===== config.mk =====
export PLATFORM = sky130hd
export DESIGN_NAME = fan_pwm_register_controller
export DESIGN_NICKNAME = d
export VERILOG_FILES = /design/src/fpc_pkg.sv /design/src/fpc_tacho.sv /design/src/fan_pwm_register_controller.sv
export SDC_FILE = /design/constraint.sdc
export NUM_CORES = 1
export LEC_CHECK = 0
export BUFFER_PORTS_ARGS = -buffer_cell sky130_fd_sc_hd__buf_2
export CORE_MARGIN = 2
export CORE_UTILIZATION = 50
export DETAILED_ROUTE_END_ITERATION = 10
export PLACE_DENSITY = 0.78
export SLEW_MARGIN = 20
export SYNTH_ARGS = -nofsm -noshare
export SYNTH_HDL_FRONTEND = slang
export SYNTH_HIERARCHICAL = 1
export SYNTH_SLANG_ARGS = --single-unit

===== constraint.sdc =====
create_clock -name clk -period 8 [get_ports clk]
set_input_delay 0 -clock clk [delete_from_list [all_inputs] [get_ports clk]]
set_output_delay 0 -clock clk [all_outputs]
set_load 0.1 [all_outputs]

===== src/fpc_pkg.sv =====
`timescale 1ns / 1ps

package fpc_pkg;

	// command codes carried in the low bits of the input request
	typedef enum logic [2:0] {
		CMD_SET_PTR = 3'd0,
		CMD_WRITE   = 3'd1,
		CMD_READ    = 3'd2,
		CMD_TACHO   = 3'd3,
		CMD_WINDOW  = 3'd4
	} cmd_t;

	// register map seen through the pointer
	localparam logic [7:0] REG_STATUS  = 8'd0;
	localparam logic [7:0] REG_SPEED   = 8'd1;
	localparam logic [7:0] REG_MIN     = 8'd2;
	localparam logic [7:0] REG_RPS     = 8'd3;
	localparam logic [7:0] REG_RPM_LO  = 8'd4;
	localparam logic [7:0] REG_RPM_HI  = 8'd5;
	localparam logic [7:0] LAST_REG    = REG_RPM_HI;

	// calibration and scaling constants
	localparam logic [15:0] RPM_LIMIT   = 16'd200;
	localparam logic [7:0]  RAMP_STEP   = 8'd5;
	localparam logic [7:0]  FULL_SCALE  = 8'd255;
	localparam int          RPM_PER_RPS = 60;

	// strobes from the register stage to the tacho counter
	typedef struct packed {
		logic tick;
		logic close;
	} tacho_ctl_t;

endpackage


===== src/fpc_tacho.sv =====
`timescale 1ns / 1ps

// tacho edge counter that keeps running quotients of the count divided by
// the window length, so rps and rpm are ready when the window closes
module fpc_tacho #(
	parameter int WINDOW_SECONDS = 3
) (
	input  logic              clk,
	input  logic              arst_n,
	input  fpc_pkg::tacho_ctl_t ctl,
	output logic [7:0]        rps,
	output logic [15:0]       rpm
);

	localparam int RemW    = $clog2(WINDOW_SECONDS + 1);
	localparam int RpmMax  = 65535 * fpc_pkg::RPM_PER_RPS / WINDOW_SECONDS;
	localparam int RpmW    = $clog2(RpmMax + 1);

	typedef logic [RemW:0]   rem_sum_t;
	typedef logic [RpmW-1:0] rpm_acc_t;

	localparam rem_sum_t WinLen     = rem_sum_t'(WINDOW_SECONDS);
	localparam rem_sum_t RpsRemStep = rem_sum_t'(1 % WINDOW_SECONDS);
	localparam rem_sum_t RpmRemStep = rem_sum_t'(fpc_pkg::RPM_PER_RPS % WINDOW_SECONDS);
	localparam logic [15:0] RpsQStep = 16'(1 / WINDOW_SECONDS);
	localparam rpm_acc_t RpmQStep   = rpm_acc_t'(fpc_pkg::RPM_PER_RPS / WINDOW_SECONDS);

	logic [15:0]     cnt_q;
	logic [15:0]     rps_quo_q;
	logic [RemW-1:0] rps_rem_q;
	rpm_acc_t        rpm_quo_q;
	logic [RemW-1:0] rpm_rem_q;

	rem_sum_t rps_sum;
	rem_sum_t rpm_sum;
	logic     rps_carry;
	logic     rpm_carry;
	logic     count_en;

	// remainder steps with a single compare against the window length
	always_comb begin
		rps_sum   = rem_sum_t'(rps_rem_q) + RpsRemStep;
		rpm_sum   = rem_sum_t'(rpm_rem_q) + RpmRemStep;
		rps_carry = (rps_sum >= WinLen);
		rpm_carry = (rpm_sum >= WinLen);
		count_en  = ctl.tick && (cnt_q != 16'hFFFF);
	end

	// counters, cleared when the window closes, frozen once the count saturates
	always_ff @(posedge clk or negedge arst_n) begin
		if (!arst_n) begin
			cnt_q     <= '0;
			rps_quo_q <= '0;
			rps_rem_q <= '0;
			rpm_quo_q <= '0;
			rpm_rem_q <= '0;
		end else if (ctl.close) begin
			cnt_q     <= '0;
			rps_quo_q <= '0;
			rps_rem_q <= '0;
			rpm_quo_q <= '0;
			rpm_rem_q <= '0;
		end else if (count_en) begin
			cnt_q     <= cnt_q + 16'd1;
			rps_quo_q <= rps_quo_q + RpsQStep + {15'd0, rps_carry};
			rps_rem_q <= rps_carry ? RemW'(rps_sum - WinLen) : RemW'(rps_sum);
			rpm_quo_q <= rpm_quo_q + RpmQStep + rpm_acc_t'(rpm_carry);
			rpm_rem_q <= rpm_carry ? RemW'(rpm_sum - WinLen) : RemW'(rpm_sum);
		end
	end

	// results of the current window
	assign rps = rps_quo_q[7:0];
	assign rpm = (32'(rpm_quo_q) > 32'h0000_FFFF) ? 16'hFFFF : rpm_quo_q[15:0];

endmodule


===== src/fan_pwm_register_controller.sv =====
`timescale 1ns / 1ps

// fan controller with six byte registers behind a register pointer
//
// input channel s_*: one request per transfer, cmd and data in s_tdata.
//   commands: set pointer, write byte, read byte, tacho edge, window end.
// output channel m_*: exactly one result per request, in request order,
//   carrying the read byte, the duty level, the lamp and the status bit.
// each request passes the input register, then the register update logic
//   feeding the result register.
// throughput: one request per cycle unless m_tready stalls; the register
//   file, the duty mapping (one 8x8 multiply with a divide by 255 done as
//   shift and add) and the tacho quotient counters act on the input register.
// when m_tready is low the result register holds, the input register
//   still takes one more request, and s_tready drops once both are full.
// reset: pointer and registers clear, duty is 0, calibration is pending,
//   and the next window end starts the calibration ramp.
// rpm and rps are derived from the tacho count over WINDOW_SECONDS.
module fan_pwm_register_controller #(
	parameter int WINDOW_SECONDS = 3
) (
	input  logic        clk,
	input  logic        arst_n,
	input  logic        s_tvalid,
	output logic        s_tready,
	input  logic [15:0] s_tdata,   // [2:0] cmd, [10:3] data, rest zero
	output logic        m_tvalid,
	input  logic        m_tready,
	output logic [23:0] m_tdata    // [7:0] read_data, [15:8] pwm_duty,
	                               // [16] led_on, [17] calibrating, rest zero
);

	// input register
	logic       valid_s1;
	logic [2:0] cmd_s1;
	logic [7:0] data_s1;

	// register state
	logic [7:0]  ptr_q;
	logic        status_q;
	logic [7:0]  speed_q;
	logic [7:0]  min_q;
	logic [7:0]  duty_q;
	logic [7:0]  rps_q;
	logic [15:0] rpm_q;
	logic        pend_q;
	logic        run_q;
	logic        lamp_q;

	// result register
	logic        out_valid_q;
	logic [7:0]  rd_q;

	logic [7:0]  ptr_d;
	logic        status_d;
	logic [7:0]  speed_d;
	logic [7:0]  min_d;
	logic [7:0]  duty_d;
	logic [7:0]  rps_d;
	logic [15:0] rpm_d;
	logic        pend_d;
	logic        run_d;
	logic        lamp_d;
	logic [7:0]  rd_d;
	logic [7:0]  ptr_next;

	logic        adv;
	logic        fire;
	fpc_pkg::tacho_ctl_t tctl;
	logic [7:0]  win_rps;
	logic [15:0] win_rpm;

	// duty = speed * (255 - min) / 255 + min, zero speed stops the fan
	function automatic logic [7:0] duty_map(input logic [7:0] spd, input logic [7:0] mn);
		logic [15:0] prod;
		logic [16:0] acc;
		begin
			prod = 16'(spd) * 16'(fpc_pkg::FULL_SCALE - mn);
			acc  = 17'(prod) + 17'(prod[15:8]) + 17'd1;
			if (spd == 8'd0) begin
				duty_map = 8'd0;
			end else begin
				duty_map = acc[15:8] + mn;
			end
		end
	endfunction

	// handshake
	assign adv      = !out_valid_q || m_tready;
	assign fire     = valid_s1 && adv;
	assign s_tready = !valid_s1 || adv;

	always_ff @(posedge clk or negedge arst_n) begin
		if (!arst_n) begin
			valid_s1 <= 1'b0;
		end else if (s_tready) begin
			valid_s1 <= s_tvalid;
		end
	end

	always_ff @(posedge clk) begin
		if (s_tready && s_tvalid) begin
			cmd_s1  <= s_tdata[2:0];
			data_s1 <= s_tdata[10:3];
		end
	end

	// tacho strobes
	always_comb begin
		tctl.tick  = fire && (cmd_s1 == fpc_pkg::CMD_TACHO);
		tctl.close = fire && (cmd_s1 == fpc_pkg::CMD_WINDOW);
	end

	fpc_tacho #(
		.WINDOW_SECONDS(WINDOW_SECONDS)
	) u_tacho (
		.clk   (clk),
		.arst_n(arst_n),
		.ctl   (tctl),
		.rps   (win_rps),
		.rpm   (win_rpm)
	);

	// pointer step with wrap after the last register or out of range
	assign ptr_next = (ptr_q < fpc_pkg::LAST_REG) ? ptr_q + 8'd1 : 8'd0;

	// register update for one request
	always_comb begin
		ptr_d    = ptr_q;
		status_d = status_q;
		speed_d  = speed_q;
		min_d    = min_q;
		duty_d   = duty_q;
		rps_d    = rps_q;
		rpm_d    = rpm_q;
		pend_d   = pend_q;
		run_d    = run_q;
		lamp_d   = lamp_q;
		rd_d     = 8'd0;
		case (fpc_pkg::cmd_t'(cmd_s1))
			fpc_pkg::CMD_SET_PTR: begin
				ptr_d = data_s1;
			end
			fpc_pkg::CMD_WRITE: begin
				ptr_d = ptr_next;
				if (!pend_q && !run_q) begin
					unique case (ptr_q)
						fpc_pkg::REG_STATUS: begin
							status_d = data_s1[0];
							if (data_s1[0]) begin
								pend_d = 1'b1;
							end
						end
						fpc_pkg::REG_SPEED: begin
							speed_d = data_s1;
							duty_d  = duty_map(data_s1, min_q);
						end
						fpc_pkg::REG_MIN: begin
							min_d  = data_s1;
							duty_d = duty_map(speed_q, data_s1);
						end
						default: begin
						end
					endcase
				end
			end
			fpc_pkg::CMD_READ: begin
				ptr_d = ptr_next;
				unique case (ptr_q)
					fpc_pkg::REG_STATUS: rd_d = {7'd0, status_q};
					fpc_pkg::REG_SPEED:  rd_d = speed_q;
					fpc_pkg::REG_MIN:    rd_d = min_q;
					fpc_pkg::REG_RPS:    rd_d = rps_q;
					fpc_pkg::REG_RPM_LO: rd_d = rpm_q[7:0];
					fpc_pkg::REG_RPM_HI: rd_d = rpm_q[15:8];
					default:             rd_d = 8'd0;
				endcase
			end
			fpc_pkg::CMD_WINDOW: begin
				rps_d = win_rps;
				rpm_d = win_rpm;
				// calibration ramp
				if (pend_q) begin
					if (!run_q) begin
						duty_d   = 8'd0;
						status_d = 1'b1;
						lamp_d   = 1'b1;
						run_d    = 1'b1;
					end else begin
						pend_d = 1'b0;
					end
				end else if (run_q) begin
					if (win_rpm > fpc_pkg::RPM_LIMIT) begin
						min_d    = duty_q + fpc_pkg::RAMP_STEP;
						run_d    = 1'b0;
						status_d = 1'b0;
						duty_d   = 8'd0;
						lamp_d   = 1'b0;
					end else begin
						duty_d   = duty_q + fpc_pkg::RAMP_STEP;
						status_d = 1'b1;
						lamp_d   = 1'b1;
					end
				end
			end
			default: begin
			end
		endcase
	end

	// control state
	always_ff @(posedge clk or negedge arst_n) begin
		if (!arst_n) begin
			ptr_q       <= '0;
			status_q    <= 1'b0;
			speed_q     <= '0;
			min_q       <= '0;
			duty_q      <= '0;
			rps_q       <= '0;
			rpm_q       <= '0;
			pend_q      <= 1'b1;
			run_q       <= 1'b0;
			lamp_q      <= 1'b0;
			out_valid_q <= 1'b0;
		end else begin
			if (fire) begin
				ptr_q    <= ptr_d;
				status_q <= status_d;
				speed_q  <= speed_d;
				min_q    <= min_d;
				duty_q   <= duty_d;
				rps_q    <= rps_d;
				rpm_q    <= rpm_d;
				pend_q   <= pend_d;
				run_q    <= run_d;
				lamp_q   <= lamp_d;
			end
			if (adv) begin
				out_valid_q <= valid_s1;
			end
		end
	end

	// result payload
	always_ff @(posedge clk) begin
		if (fire) begin
			rd_q <= rd_d;
		end
	end

	assign m_tvalid = out_valid_q;
	assign m_tdata  = {6'd0, status_q, lamp_q, duty_q, rd_q};

	// lamp is lit only during the ramp
	a_lamp_run: assert property (@(posedge clk) disable iff (!arst_n) lamp_q |-> run_q)
		else $error("lamp lit outside calibration ramp");

	// status bit stays set while the ramp runs
	a_run_status: assert property (@(posedge clk) disable iff (!arst_n) run_q |-> status_q)
		else $error("status bit clear during calibration ramp");

	// pointer lands in range after any register access
	a_ptr_wrap: assert property (@(posedge clk) disable iff (!arst_n)
		(fire && (cmd_s1 == fpc_pkg::CMD_WRITE || cmd_s1 == fpc_pkg::CMD_READ))
		|=> (ptr_q <= fpc_pkg::LAST_REG))
		else $error("pointer out of range after access");

	// a waiting input request is held while the result side stalls
	a_s1_hold: assert property (@(posedge clk) disable iff (!arst_n)
		(valid_s1 && !adv) |=> (valid_s1 && $stable(cmd_s1) && $stable(data_s1)))
		else $error("input register lost a stalled request");

endmodule

==> results by group <==
Drt
  – Average wire per standard cell: between 15 and 20 um
  – Total wire length after detailed routing: 31,400 um
  – Via density: roughly 5.7
  – # DRC: 0
  – Post-detailed-route count of antenna-violating nets: 0
  – Initial DRC Count: 666
  – Length of the first detailed-routing pass in iterations: 5
  – Count of vias placed by the detailed router: 10.4k

Clock tree
  – Inserted Clock Buffers: 17
  – Library cell used as clock root buffer: sky130_fd_sc_hd__clkbuf_16
  – Clock tree from TritonCTS: built
  – H-tree lvl count: 4
  – Clock transition time at the flip-flop clock pins of the worst setup and hold paths: ~0.07 ns
  – Clock latency reported for the late side of the worst-skew pair: 0.42 ns
  – Max clock buf depth: 2
  – Sinks on Clock Net: 130

Outcome
  – Status: completed

Logic synthesis
  – Flip-flop and latch count after synthesis: 130
  – Predominant post-synthesis flop cell: sky130_fd_sc_hd__dfrtp_1
  – Count of flip-flops with a built-in enable after synthesis: 19
  – Area of the mapped netlist: between 10,000 and 15,000 um^2
  – Top cells by area, synth: sky130_fd_sc_hd__dfrtp_1 22%, sky130_fd_sc_hd__fa_1 12%, sky130_fd_sc_hd__ha_1 11%
  – Seq/Total Area, Yosys: between 20% and 30%
  – Cell type with the largest total area after synthesis: sky130_fd_sc_hd__dfrtp_1
  – Fraction of synthesis flops using an asynchronous set or reset pin: a little under nine tenths
  – Count of cell types in the netlist: 90
  – Area share of the largest cell type after synthesis: about 22%
  – Avg Cell Area, Syn: roughly 9 um^2
  – Cells after Synth: around 1.4k
  – Ys Warns: 6

Hold path
  – Min-delay worst type: in2async

Place
  – Final HPWL from detailed placement: 23,100 um
  – Total placed cells including tap cells: roughly 1.8k
  – Routability-driven placement congestion ratio: roughly 0.89
  – Number of buffer cells added on primary ports: 34

Die
  – Floorplan die width: ~160 um
  – Area of the core: between 20,000 and 30,000 um^2
  – Height of the die: ~160 um
  – Number of ports placed on the die boundary: 46
  – Std cell rows: slightly below 60
  – Initial core utilization: between 50 and 60%
  – DIE AREA: about 27,000 um^2

STA
  – Minimum clock period: just under 8 ns
  – Portion of the clock cycle consumed by the worst path in the final layout: 96.2%
  – Remaining max-slew budget at the tightest pin: roughly 30%
  – Highest attainable clock frequency: 0.130 GHz
  – Slew at the pin with the worst max-slew slack: roughly 1.0 ns
  – Final hold violations: 0
  – Count of endpoints failing setup in the final report: 0
  – Number of pins with negative max-slew slack in the final report: 0
  – Largest clock skew in the final design: approximately 0.011 ns

Worst setup path
  – Data arrival time of the critical path: approximately 8 ns
  – Maximum fanout along the worst path: 5
  – Depth of the most critical reg-to-reg path: 32
  – Worst setup path start: data_s1[4]
  – Data required, critical path: ~8.3 ns
  – Type of element launching the critical path: flop
  – Worst Setup Path Type: reg2reg
  – CP max-delay cell: sky130_fd_sc_hd__fa_1
  – Slack of the worst reg-to-reg path: slightly above 0.3 ns
  – Longest individual stage delay on the worst path: about 0.55 ns
  – Worst setup EP type: flop
  – Worst path most repeated cell: sky130_fd_sc_hd__fa_1
  – Worst setup endpoint: duty_q[7]
  – Start of the worst register-to-register path: data_s1[4]
  – Critical register-to-register path endpoint: duty_q[7]

GRT
  – Initial antenna violation count: 0
  – Global-route usage over all layers: roughly a quarter
  – Number of global-route vias before repair: roughly 10k
  – First-pass GRT wire length: 51,100 um
  – Largest net degree at the start of global routing: 84
  – Remaining global-route overflow: 0

Job
  – Max-cap violation count: 0

Final layout
  – Number of antenna repair diodes: 0
  – Commonest cells after routing, fill and taps aside: 151 x sky130_fd_sc_hd__nand2_1, 134 x sky130_fd_sc_hd__inv_1, 115 x sky130_fd_sc_hd__nor2_1
  – Most common cell after layout, fill and taps aside: sky130_fd_sc_hd__nand2_1
  – Fraction of final layout cells with drive strength greater than 1: between 10% and 20%
  – NumNets Final: between 1.5k and 2k
  – Area growth from synthesis to final layout: 13.6%
  – Finished Layout Cells: between 1.5k and 2k
-- metrics by stage --
| step | area, um^2 | worst slack, ns | setup TNS, ns | hold WS (ns) | utilization [%] |
|---|---|---|---|---|---|
| detailed placement | 13300 | 0.000479 | 0 | -0.0405 | 53.2 |
| global route | 14400 | -0.0458 | -0.0458 | 0.0768 | 57.5 |
| global placement | 13300 | 0.173 | 0 | -0.0520 | 53.2 |
| floorplan | 12700 | 0.0567 | 0 | -0.296 | - |
| CTS | 14100 | 0.00592 | 0 | 0.0498 | 56.2 |
| finish | 14400 | 0.303 | 0 | 0.0435 | 57.5 |
-- critical path: cells and delay by family (launching register included) --
family,cells,cell delay (ns)
AOI/OAI and AO/OA,10,1.50
xor gates and xnor gates,3,0.58
muxes,1,0.17
DFF,1,0.49
buffers and inverters,3,0.29
and+or+nand+nor,8,1.71
adders and majority gates,7,2.81
-- worst min path at each step --
stage,slack (ns),start,endpoint
2_1_floorplan,-0.30,arst_n,duty_q[0]
3_3_place_gp,-0.05,arst_n,u_tacho/rpm_quo_q[20]
3_5_place_dp,-0.04,arst_n,u_tacho/rpm_quo_q[20]
4_1_cts,0.05,arst_n,duty_q[0]
5_1_grt,0.08,arst_n,u_tacho/rpm_quo_q[20]
6_report,0.04,arst_n,u_tacho/rpm_quo_q[20]
-- routing by layer --
layer / vias to the layer above / routed length, um / GRT usage [%]
met1: 5121 / 13200 / 30.1
met5: - / 0 / 0
li1: 4964 / - / -
met3: 65 / 1380 / 2.74
met2: 283 / 16000 / 42.1
met4: 0 / 743 / 8.33
-- registers in the layout, indices dropped and copies added, names as in the netlist, 2 cells and up --
| register | count |
|---|---|
| u_tacho/rpm_quo_q | 21 |
| duty_q | 8 |
| min_q | 8 |
| speed_q | 8 |
| u_tacho/rps_rem_q | 2 |
| data_s1 | 8 |
| rd_q | 8 |
| u_tacho/rps_quo_q | 8 |
| u_tacho/cnt_q | 16 |
| u_tacho/rpm_rem_q | 2 |
| ptr_q | 8 |
| cmd_s1 | 3 |
| rps_q | 8 |
| rpm_q | 16 |
-- cells in the mapped netlist, drive strengths merged, types with 4 or more instances --
master	number
nand2	152
inv	136
nor2	116
ha	113
dfrtp	110
nor2b	84
fa	76
a21oi	66
clkbuf	51
xnor2	47
o21ai	40
xor2	37
nand2b	36
nand3	32
or3	26
buf	23
nor3	20
and3	19
edfxtp	19
a21o	17
a221oi	15
nand4	15
nor4	15
mux2	14
a31oi	13
o211ai	12
and2	11
mux2i	11
a211oi	7
a22oi	7
or4	7
a22o	6
o21a	6
o22ai	6
nand3b	5
nor3b	5
a211o	4
or2	4
-- final cells by class --
class                   count  area, um^2
inverters                 137         514
clock inverters            15         135
fillers                  2138       10600
clock buffers              17         425
well taps                 330         413
repair buffers            118         890
flip-flops and latches    130        3350
multi-input cells        1093        8670
-- cell families after synthesis --
group,after synthesis,share of synthesized area [%]
compound gates,229,12.6
xor+xnor,85,6.10
fa+ha+maj,191,23.3
buf+inv,211,6.76
flops,130,26.4
mux,25,2.11
other cells,1,0.0296
simple gates,557,22.7
-- what timing repair did --
action,in CTS,in global routing
hold buffers,15,0
pin swaps,0,17
setup endpoints to repair,1,4
gates resized for setup,0,48
buffers inserted,5,16
endpoints found under the hold margin,41,0
Power is left out: the tool's default activity adds up to more than one toggle a clock period on the data nets, which glitch-free logic cannot reach.
